--- config.mk ---
export PLATFORM = sky130hd
export DESIGN_NAME = rolling_mean_spike_detector
export DESIGN_NICKNAME = d
export VERILOG_FILES = /design/src/rtl/rmsd_pkg.sv /design/src/rtl/rmsd_ram.sv /design/src/rtl/rolling_mean_spike_detector.sv
export SDC_FILE = /design/constraint.sdc
export NUM_CORES = 2
export LEC_CHECK = 0
export BUFFER_PORTS_ARGS = -buffer_cell sky130_fd_sc_hd__buf_2
export CAP_MARGIN = 25
export CORE_MARGIN = 5
export CORE_UTILIZATION = 48
export CTS_BUF_LIST = sky130_fd_sc_hd__clkbuf_8
export CTS_CLUSTER_DIAMETER = 40
export CTS_CLUSTER_SIZE = 20
export DETAILED_ROUTE_END_ITERATION = 16
export PLACE_DENSITY = 0.78
export SYNTH_ARGS = -nofsm -noshare
export SYNTH_HDL_FRONTEND = slang
export SYNTH_SLANG_ARGS = --single-unit
--- constraint.sdc ---
create_clock -name clk -period 12.3 [get_ports clk]
set_input_delay 1.845 -clock clk [delete_from_list [all_inputs] [get_ports clk]]
set_output_delay 1.845 -clock clk [all_outputs]
set_load 0.005 [all_outputs]
--- src/rtl/rmsd_pkg.sv ---
// Shared types and codes for the rolling-mean spike detector.
// Holds the input and output word structs, register indexes and trigger codes.
// No dependencies.
package rmsd_pkg;

  typedef struct packed {
    logic [15:0] sample;
    logic        sample_valid;
    logic [31:0] frame_index;
    logic [47:0] time_stamp;
  } in_t;

  typedef struct packed {
    logic [31:0] spike_frame;
    logic [47:0] spike_time;
    logic [15:0] spike_value;
    logic [15:0] rolling_mean;
    logic [15:0] mean_distance;
    logic [6:0]  window_count;
    logic [1:0]  trigger_kind;
    logic [31:0] spike_total;
  } out_t;

  localparam int unsigned CFG_IDX_W = 2;

  typedef enum logic [CFG_IDX_W-1:0] {
    REG_ABS_THRESHOLD   = 2'd0,
    REG_LOCAL_THRESHOLD = 2'd1,
    REG_HOLDOFF_FRAMES  = 2'd2
  } reg_idx_t;

  localparam logic [1:0] KIND_ABS   = 2'd0;
  localparam logic [1:0] KIND_LOCAL = 2'd1;
  localparam logic [1:0] KIND_BOTH  = 2'd2;

endpackage

--- src/rtl/rmsd_ram.sv ---
// Generic single-write, single-read RAM with registered read data.
// Holds the sample window of the spike detector. No dependencies.
module rmsd_ram #(
  parameter int unsigned WIDTH = 16,
  parameter int unsigned DEPTH = 100
) (
  input  logic                     clk,
  input  logic                     wr_en,
  input  logic [$clog2(DEPTH)-1:0] wr_addr,
  input  logic [WIDTH-1:0]         wr_data,
  input  logic                     rd_en,
  input  logic [$clog2(DEPTH)-1:0] rd_addr,
  output logic [WIDTH-1:0]         rd_data
);

  logic [WIDTH-1:0] mem [DEPTH];

  always_ff @(posedge clk) begin
    if (wr_en) begin
      mem[wr_addr] <= wr_data;
    end
    if (rd_en) begin
      rd_data <= mem[rd_addr];
    end
  end

endmodule

--- src/rtl/rolling_mean_spike_detector.sv ---
// Rolling-mean spike detector top level: window RAM, running sum, restoring divider.
// Depends on rmsd_pkg and rmsd_ram.
//
// Usage:
//   Input channel (in_valid / in_stall / in_word) takes one frame word. A word
//   with sample_valid low is taken and changes nothing. A valid
//   word goes through the window update, then a restoring divider that
//   produces one quotient bit per cycle (SUMW = 16 + clog2(WINDOW+1) bits,
//   23 at WINDOW = 100) to form the mean, then the threshold checks.
//   The record is raised from the output register after the check step, which
//   waits while the register is full. A valid word that passes the holdoff
//   and fill gates holds in_stall high through the update, divide and check
//   steps, so no new word is taken until then; a gated word frees the block
//   after the update step. in_stall is high while a word is being worked on.
//   Output channel (out_valid / out_stall / out_word) carries at most one spike
//   record per word from an output register. The next word is accepted while a
//   record waits; a finished check waits only if the register is still full.
//   Configuration (cfg_valid / cfg_ready / cfg_index / cfg_data) writes the
//   thresholds and holdoff length; cfg_ready is always high.
//   Synchronous reset clears counters, the running sum, holdoff and registers.
//   The window RAM is not cleared: an entry is used only after it was written.
module rolling_mean_spike_detector #(
  parameter int unsigned WINDOW   = 100,
  parameter int unsigned MIN_FILL = 10
) (
  input  logic                           clk,
  input  logic                           rst,
  input  logic                           in_valid,
  output logic                           in_stall,
  input  rmsd_pkg::in_t                  in_word,
  output logic                           out_valid,
  input  logic                           out_stall,
  output rmsd_pkg::out_t                 out_word,
  input  logic                           cfg_valid,
  output logic                           cfg_ready,
  input  logic [rmsd_pkg::CFG_IDX_W-1:0] cfg_index,
  input  logic [15:0]                    cfg_data
);

  import rmsd_pkg::*;

  localparam int unsigned AW   = $clog2(WINDOW);
  localparam int unsigned CW   = $clog2(WINDOW + 1);
  localparam int unsigned SUMW = 16 + CW;
  localparam int unsigned DCW  = $clog2(SUMW);

  typedef enum logic [1:0] {
    ST_IDLE,
    ST_UPD,
    ST_DIV,
    ST_FIN
  } state_t;

  state_t state;

  logic [15:0]     abs_thr;
  logic [15:0]     loc_thr;
  logic [15:0]     holdoff_frames;
  logic [15:0]     holdoff_left;
  logic [31:0]     spike_count;
  logic [AW-1:0]   wpos;
  logic [CW-1:0]   held;
  logic [SUMW-1:0] run_sum;
  logic [15:0]     smp;
  logic [31:0]     frame;
  logic [47:0]     tstamp;
  logic [CW-1:0]   rem;
  logic [SUMW-1:0] quo;
  logic [DCW-1:0]  div_cnt;

  logic            accept;
  logic            full;
  logic [CW-1:0]   held_next;
  logic [SUMW-1:0] sum_next;
  logic [AW-1:0]   wpos_next;
  logic [15:0]     rd_data;
  logic [CW:0]     shifted;
  logic [CW+1:0]   trial;
  logic            ge;
  logic [15:0]     mean;
  logic [15:0]     distance;
  logic            abs_trig;
  logic            loc_trig;
  logic [1:0]      kind;
  logic            out_free;
  logic            fire;

  assign accept    = in_valid && !in_stall;
  assign in_stall  = (state != ST_IDLE);
  assign cfg_ready = 1'b1;

  rmsd_ram #(
    .WIDTH(16),
    .DEPTH(WINDOW)
  ) u_window (
    .clk     (clk),
    .wr_en   (state == ST_UPD),
    .wr_addr (wpos),
    .wr_data (smp),
    .rd_en   (accept),
    .rd_addr (wpos),
    .rd_data (rd_data)
  );

  always_comb begin
    full      = (held == CW'(WINDOW));
    held_next = full ? held : held + CW'(1);
    sum_next  = run_sum - (full ? SUMW'(rd_data) : '0) + SUMW'(smp);
    wpos_next = (wpos == AW'(WINDOW - 1)) ? '0 : wpos + AW'(1);

    // restoring divider step: shift in one dividend bit, subtract if it fits
    shifted = {rem, quo[SUMW-1]};
    trial   = {1'b0, shifted} - {2'b00, held};
    ge      = !trial[CW+1];

    mean     = quo[15:0];
    distance = (smp >= mean) ? smp - mean : mean - smp;
    abs_trig = smp > abs_thr;
    loc_trig = full && (distance > loc_thr);
    if (abs_trig && loc_trig) begin
      kind = KIND_BOTH;
    end else if (abs_trig) begin
      kind = KIND_ABS;
    end else begin
      kind = KIND_LOCAL;
    end
    out_free = !out_valid || !out_stall;
    fire     = (state == ST_FIN) && out_free && (abs_trig || loc_trig);
  end

  always_ff @(posedge clk) begin
    if (rst) begin
      state        <= ST_IDLE;
      abs_thr      <= '0;
      loc_thr      <= '0;
      holdoff_frames <= '0;
      holdoff_left <= '0;
      spike_count  <= '0;
      wpos         <= '0;
      held         <= '0;
      run_sum      <= '0;
      out_valid    <= 1'b0;
    end else begin
      if (cfg_valid && cfg_ready) begin
        unique case (cfg_index)
          REG_ABS_THRESHOLD:   abs_thr        <= cfg_data;
          REG_LOCAL_THRESHOLD: loc_thr        <= cfg_data;
          REG_HOLDOFF_FRAMES:  holdoff_frames <= cfg_data;
          default: ;
        endcase
      end

      if (fire) begin
        out_valid <= 1'b1;
      end else if (out_valid && !out_stall) begin
        out_valid <= 1'b0;
      end

      unique case (state)
        ST_IDLE: begin
          if (accept && in_word.sample_valid) begin
            smp    <= in_word.sample;
            frame  <= in_word.frame_index;
            tstamp <= in_word.time_stamp;
            if (holdoff_left != '0) begin
              holdoff_left <= holdoff_left - 16'd1;
            end
            state <= ST_UPD;
          end
        end
        ST_UPD: begin
          held    <= held_next;
          run_sum <= sum_next;
          wpos    <= wpos_next;
          rem     <= '0;
          quo     <= sum_next;
          div_cnt <= DCW'(SUMW - 1);
          if ((holdoff_left != '0) || (11'(held_next) < 11'(MIN_FILL))) begin
            state <= ST_IDLE;
          end else begin
            state <= ST_DIV;
          end
        end
        ST_DIV: begin
          rem <= ge ? trial[CW-1:0] : shifted[CW-1:0];
          quo <= {quo[SUMW-2:0], ge};
          if (div_cnt == '0) begin
            state <= ST_FIN;
          end else begin
            div_cnt <= div_cnt - DCW'(1);
          end
        end
        ST_FIN: begin
          // hold until the output register can take a record
          if (out_free) begin
            if (fire) begin
              spike_count  <= spike_count + 32'd1;
              holdoff_left <= holdoff_frames;
              out_word.spike_frame   <= frame;
              out_word.spike_time    <= tstamp;
              out_word.spike_value   <= smp;
              out_word.rolling_mean  <= mean;
              out_word.mean_distance <= distance;
              out_word.window_count  <= 7'(held);
              out_word.trigger_kind  <= kind;
              out_word.spike_total   <= spike_count + 32'd1;
            end
            state <= ST_IDLE;
          end
        end
        default: state <= ST_IDLE;
      endcase
    end
  end

  a_held_bound: assert property (@(posedge clk) disable iff (rst)
    held <= CW'(WINDOW))
    else $error("window fill count above window size");

  a_wpos_bound: assert property (@(posedge clk) disable iff (rst)
    wpos <= AW'(WINDOW - 1))
    else $error("write position outside window");

  a_valid_word_updates: assert property (@(posedge clk) disable iff (rst)
    accept && in_word.sample_valid |=> state == ST_UPD)
    else $error("valid word did not start window update");

  a_divisor_nonzero: assert property (@(posedge clk) disable iff (rst)
    state == ST_DIV |-> held != '0)
    else $error("divide by zero count");

  a_record_from_fin: assert property (@(posedge clk) disable iff (rst)
    $rose(out_valid) |-> $past(state) == ST_FIN)
    else $error("record raised outside the check step");

endmodule

# Word level (Yosys, flattened, before mapping)
# Memories as Yosys holds them, arrays and structs flattened. A register that Yosys moved wholly into a read port is not among the register bits.
# Index checks and enable logic that the tools add are counted.
[word_totals]
regBits = 436
ramBits = 1600
in_bits = 120
output_inout_bits = 172
wordCells = 109
memories = 1
[memory_table]
columns = ["name", "words", "word_bits", "rd", "rd_ports_with_merged_regs", "write_ports", "line", "text"]
rows = [
  ["u_window.mem", 100, 16, 1, 1, 1, "rmsd_ram.sv:16", "logic [WIDTH-1:0] mem [DEPTH];"],
]
[op_classes]
addsub = 10
order_cmp = 4
eq_ne = 13
muxes = 24
n_bitwise = 1
reduce_logical = 32
[op_table]
columns = ["op", "count"]
rows = [
  ["$mux W16", 6],
  ["$pmux W23 S2", 1],
  ["$add A32 B1 Y32 const B", 1],
  ["$gt A16 B16 Y1", 2],
  ["$pmux W16 S2", 1],
  ["$sub A16 B16 Y16", 2],
  ["$add A23 B16 Y23", 1],
  ["$sub A23 B16 Y23", 1],
  ["$mux W7", 3],
  ["$ge A16 B16 Y1", 1],
  ["$reduce_bool A16 Y1", 1],
  ["$sub A16 B1 Y16 const B", 1],
  ["$add A7 B1 Y7 const B", 2],
  ["$eq A7 B7 Y1 const B", 2],
  ["$pmux W7 S2", 1],
  ["$ne A2 B2 Y1 const B", 6],
  ["$reduce_and A3 Y1", 4],
  ["$pmux W5 S2", 1],
  ["$sub A8 B7 Y9", 1],
  ["$mux W2", 4],
  ["$pmux W2 S4", 1],
  ["$reduce_and A2 Y1", 4],
  ["$reduce_bool A2 Y1", 4],
  ["$logic_and A1 B1 Y1", 7],
  ["other kinds (13)", 26],
]

# Longest topological paths before layout
[logic_depth]
word_depth = 9
mapped_depth = 24

# By module
# A second synthesis with hierarchy kept.
[hier_totals]
cells_unflattened = 4442
area_unflattened_um2 = 82097.5
[by_module_without_submodules]
columns = ["module", "instances", "cells_each", "area_per_inst_um2", "seq_area_each_um2"]
rows = [
  ["rmsd_ram", 1, 2669, 61993.2, 48526.5],
  ["rolling_mean_spike_detector", 1, 1773, 20104.3, 11731.3],
]

# Worst setup path before layout
# OpenSTA, ideal clock, no wires.
[synth_path]
path_type = "register to register"
startpoint = "reg smp[0]"
endpoint = "reg out_word[0] (netlist name) (enable)"
setup_time_ns = 0.704
arrival_ns = 12.563
t_required_ns = 11.596
path_slack_ns = -0.967
path_stages_with_launch = 24
synth_period_minus_slack_ns = 13.267
path_cell_list = "edfxtp_1 -> inv_1 -> ha_1 -> inv_1 -> fa_1 -> a21oi_1 -> nand4b_1 -> a31oi_1 -> a221o_1 -> o2111ai_1 -> a21oi_2 -> buf_6 -> mux2i_1 -> xnor2_1 -> ha_1 -> nand4_1 -> or2_2 -> nor2_1 -> o21ai_0 -> a31oi_1 -> buf_4 -> nor2_2 -> buf_6 -> nor2_1"
[synth_via]
elab_chain_len = 7
elab_cells_between_ends = 10
cone_classes = "2 x add/sub; 3 x order compare; 1 x mux; 4 x reduce/logical"
[synth_lines]
columns = ["element", "line", "text"]
rows = [
  ["start, declared", "rolling_mean_spike_detector.sv:64", "logic [15:0] smp;"],
  ["start signal, assigned", "rolling_mean_spike_detector.sv:162", "smp <= in_word.sample;"],
  ["$sub A16 B16 Y16 / $ge A16 B16 Y1 (equally long branches)", "rolling_mean_spike_detector.sv:117", "distance = (smp >= mean) ? smp - mean : mean - smp;"],
  ["$mux W16 (*)", "rolling_mean_spike_detector.sv:117", ""],
  ["net distance[11]", "rolling_mean_spike_detector.sv:81", "logic [15:0] distance;"],
  ["$gt A16 B16 Y1 (*)", "rolling_mean_spike_detector.sv:119", "loc_trig = full && (distance > loc_thr);"],
  ["$logic_and A1 B1 Y1 (*)", "rolling_mean_spike_detector.sv:119", ""],
  ["$logic_or A1 B1 Y1 (*)", "rolling_mean_spike_detector.sv:128", "fire = (state == ST_FIN) && out_free && (abs_trig || loc_trig);"],
  ["$logic_and A1 B1 Y1 (*)", "rolling_mean_spike_detector.sv:128", ""],
  ["$reduce_and A4 Y1 (no source line) (*)", "-", ""],
  ["end, declared", "rolling_mean_spike_detector.sv:33", "output rmsd_pkg::out_t out_word,"],
]
# The timed path passes the listed nets; every way through them passes the cells marked *.
# A chain may end at the register's enable or synchronous reset.

# Final worst setup path
[layout_path]
startpoint = "reg smp[2]"
endpoint = "reg out_word[75] (netlist name) (enable)"
# The elaborated chain is that of the path after synthesis.

==> out/metrics.cfg <==
[run_status]
status=finished clean

[final_layout]
fin_area_um2=88150
stdcell_count=7641
drive_gt1_frac=0.1696
nets=5529
areaGrowthSynthToFinish_pct=11.37

[critical_path]
cp_common_cell=buf_4
required_ps=12870
path_class=register to register
r2r_start=smp[2]
worstSetupEndpointType=register
slowest_delay_ps=1120
path_depth=21
path_delay_family=buffers and inverters
r2r-end=out_word[75]
crit_path_cell_trace=inv_1, ha_1, nand3_1, inv_1, a221o_1, a221oi_1, o21ai_0, a221o_1, o2bb2ai_1, xnor2_1, ha_1, nand4_1, or2_2, nor2_1, o21ai_0, a31oi_1, buf_4, nor2_2, nor2_4, buf_4, buf_4
r2r_setup_slack_ps=4010
path_buf_inv=5
cp-start-kind=register
r2r_cells=21
slowest_stage=edfxtp_1
arrival_ps=8860
critPathMaxFanout=75

[yosys]
synth_nets=5140
synth.distinct_cells=85
seq_area_frac_synth=0.7613
synthFlopType=edfxtp_1
synthArstFlopShare=0
yosys.area.top_type=edfxtp_1
synth-seq-cells=2052
yosys_warnings=0
synth.avg_cell_area_um2=16.16
synthCells=4898
synth_area_leaders=edfxtp_1 73%, a22oi_1 4.5%, dfxtp_1 3.4%
synth_edf_count=1916
synth_top_area_share=0.7269
syn-cell-area_um2=79150

[power]
cellLeakagePower_nw=28.45
power_mw=13.36
peakVddDrop_mv=0.1284
powerDensity_nw_per_um2=151.5

[sta]
slew-limit-headroom=0.1972
finalSetupViolCount=0
fin_skew_ps=70.52
setup_tns_ps=0
tightest_slew_ps=1193
hold_viol_final=0
rsz0062_at_grt=no
fmax_ghz=0.1206
holdWs_ps=425.0
timing.final.crit_share=0.6744
final_max_slew_viol_count=0
fin_crit_ps=8295

[clock_network]
root_buffer=clkbuf_8
cts_max_level=4
ctsHoldBuffers=0
clock_sinks=2052
tritoncts=yes
clk_pin_slew_worst_paths_ps=90
clock_path_buffers=3
cts_setup_buffers=0
cts_resized=0
numCtsBuffers=180
insertion_delay_ps=990

[floorplanning]
die_h_um=416.1
fp.coreArea_um2=164400
dieWidth_um=416.1
start_util=0.4814
ioPinCount=292
rows=149
die_area_um2=173100

[detailed_routing]
initialDrtViolationCount=8291
via_per_inst=6.345
drt_pass1_iterations=8
via_count=48490
wirelength_mm=218.6
drc=0
post_drt_wl_per_cell_um=28.61
ant_nets=0

[worst_hold_path]
worst_hold_path_type=register to register
holdPathStages=0
min_to=out_word[142]
hold_start=frame[5]

[place]
dp.final_hpwl_mm=131.6
place_congestion=0.8948
dpl.cell_count=7288
numPortBuffers=290
post_dp_cell_area_um2=83890

[grt]
grt_max_degree=123
antenna_found_initial=13
grt_overflow=0
grt_pass1_vias=45710
grt_usage=0.2441
grt_pass1_wl_mm=314.6

[run]
cap_viol_max_count=0

==> area by class of cell <==
type                    count  area, um2
inverters                 155      581.8
diodes                      9      22.52
clock inverters           153       1572
multi-input cells        2402      17230
flip-flops and latches   2052      60270
clock buffers             185       2546
fillers                 12680      76280
well taps                2189       2739
repair buffers            496       3196
==> where the power goes <==
group	switching, mW	internal, mW	leakage [nW]
combinational	0.820	0.453	8.06
clock	2.55	1.81	2.09
sequential	0.0509	7.66	18.3
total	3.42	9.93	28.4
==> kinds of logic (layout without fill, tap and decap cells) <==
group,Yosys count,in the layout,share of synthesized area
AO/OA/AOI/OAI,1291,1291,0.1175
XOR/XNOR,103,103,0.01140
adder cells (fa/ha/maj),122,122,0.02109
buffers and inverters,444,989,0.02249
flip-flops,2052,2052,0.7613
multiplexers,101,101,0.01695
other,1,10,0.00004738
AND/OR/NAND/NOR,784,784,0.04921
==> cells in the mapped netlist, drive strengths merged, types with 50 or more instances <==
library cell,n
a31oi,100
edfxtp,1916
nand4,98
xnor2,53
and2,50
a22oi,476
a22o,114
inv,155
clkbuf,167
xor2,50
dfxtp,136
ha,103
nand2,227
nor2,194
nand3,58
a21oi,161
a221oi,131
o21ai,112
buf,122
==> worst max path at each step <==
stage,startpoint,to
6_report,smp[2],out_word[75]
5_1_grt,smp[2],out_word[75]
4_1_cts,smp[2],out_word[109]
3_5_place_dp,smp[2],out_word[131]
3_3_place_gp,smp[2],out_word[131]
2_1_floorplan,smp[0],out_word[0]
==> state kept, by name, summed over array words and instances (netlist names), 16 cells and up, named ones only <==
signal / count
frame: 32
spike_count: 32
out_word: 169
u_window.mem: 1600
tstamp: 48
run_sum: 23
smp: 16
quo: 23
holdoff_frames: 16
holdoff_left: 16
u_window.rd_data: 16
abs_thr: 16
loc_thr: 16
==> per-stage QoR <==
| stage | utilization | setup slack (ps) |
|---|---|---|
| 6_report | 0.5361 | 4005 |
| 5_1_grt | 0.5360 | 3598 |
| 4_1_cts | 0.5352 | 3631 |
| 3_5_place_dp | 0.5102 | 3673 |
| 3_3_place_gp | 0.5098 | 3685 |
| 2_1_floorplan | - | 1977 |
==> per-layer routing <==
metal | share of wire | track usage | vias up | wire (um)
li1 | - | - | 20300 | -
met1 | 0.36 | 0.3308 | 24100 | 79260
met2 | 0.46 | 0.3767 | 3558 | 100300
met3 | 0.13 | 0.06436 | 518 | 28890
met4 | 0.046 | 0.1039 | 4 | 10100
met5 | 0.00012 | 0 | - | 27
==> cell usage in the layout, fill, tap and decap left out, types with 16 or more instances in the layout <==
master	instances
edfxtp_1	1916
a22oi_1	476
buf_2	290
nand2_1	227
buf_4	191
nor2_1	188
clkbuf_8	185
inv_1	164
a21oi_1	160
a221oi_1	131
dfxtp_1	131
a22o_1	114
o21ai_0	111
ha_1	101
a31oi_1	100
nand4_1	95
nand3_1	56
xnor2_1	53
and2_1	50
xor2_1	50
mux2i_1	44
a21o_1	42
mux2_2	34
nor3_1	32
inv_6	27
o21a_1	26
mux4_2	23
inv_8	23
o211ai_1	22
fa_1	19
clkinv_4	19
nor2b_1	18
clkinv_1	16
No activity file was read; power rests on OpenSTA's default activity.
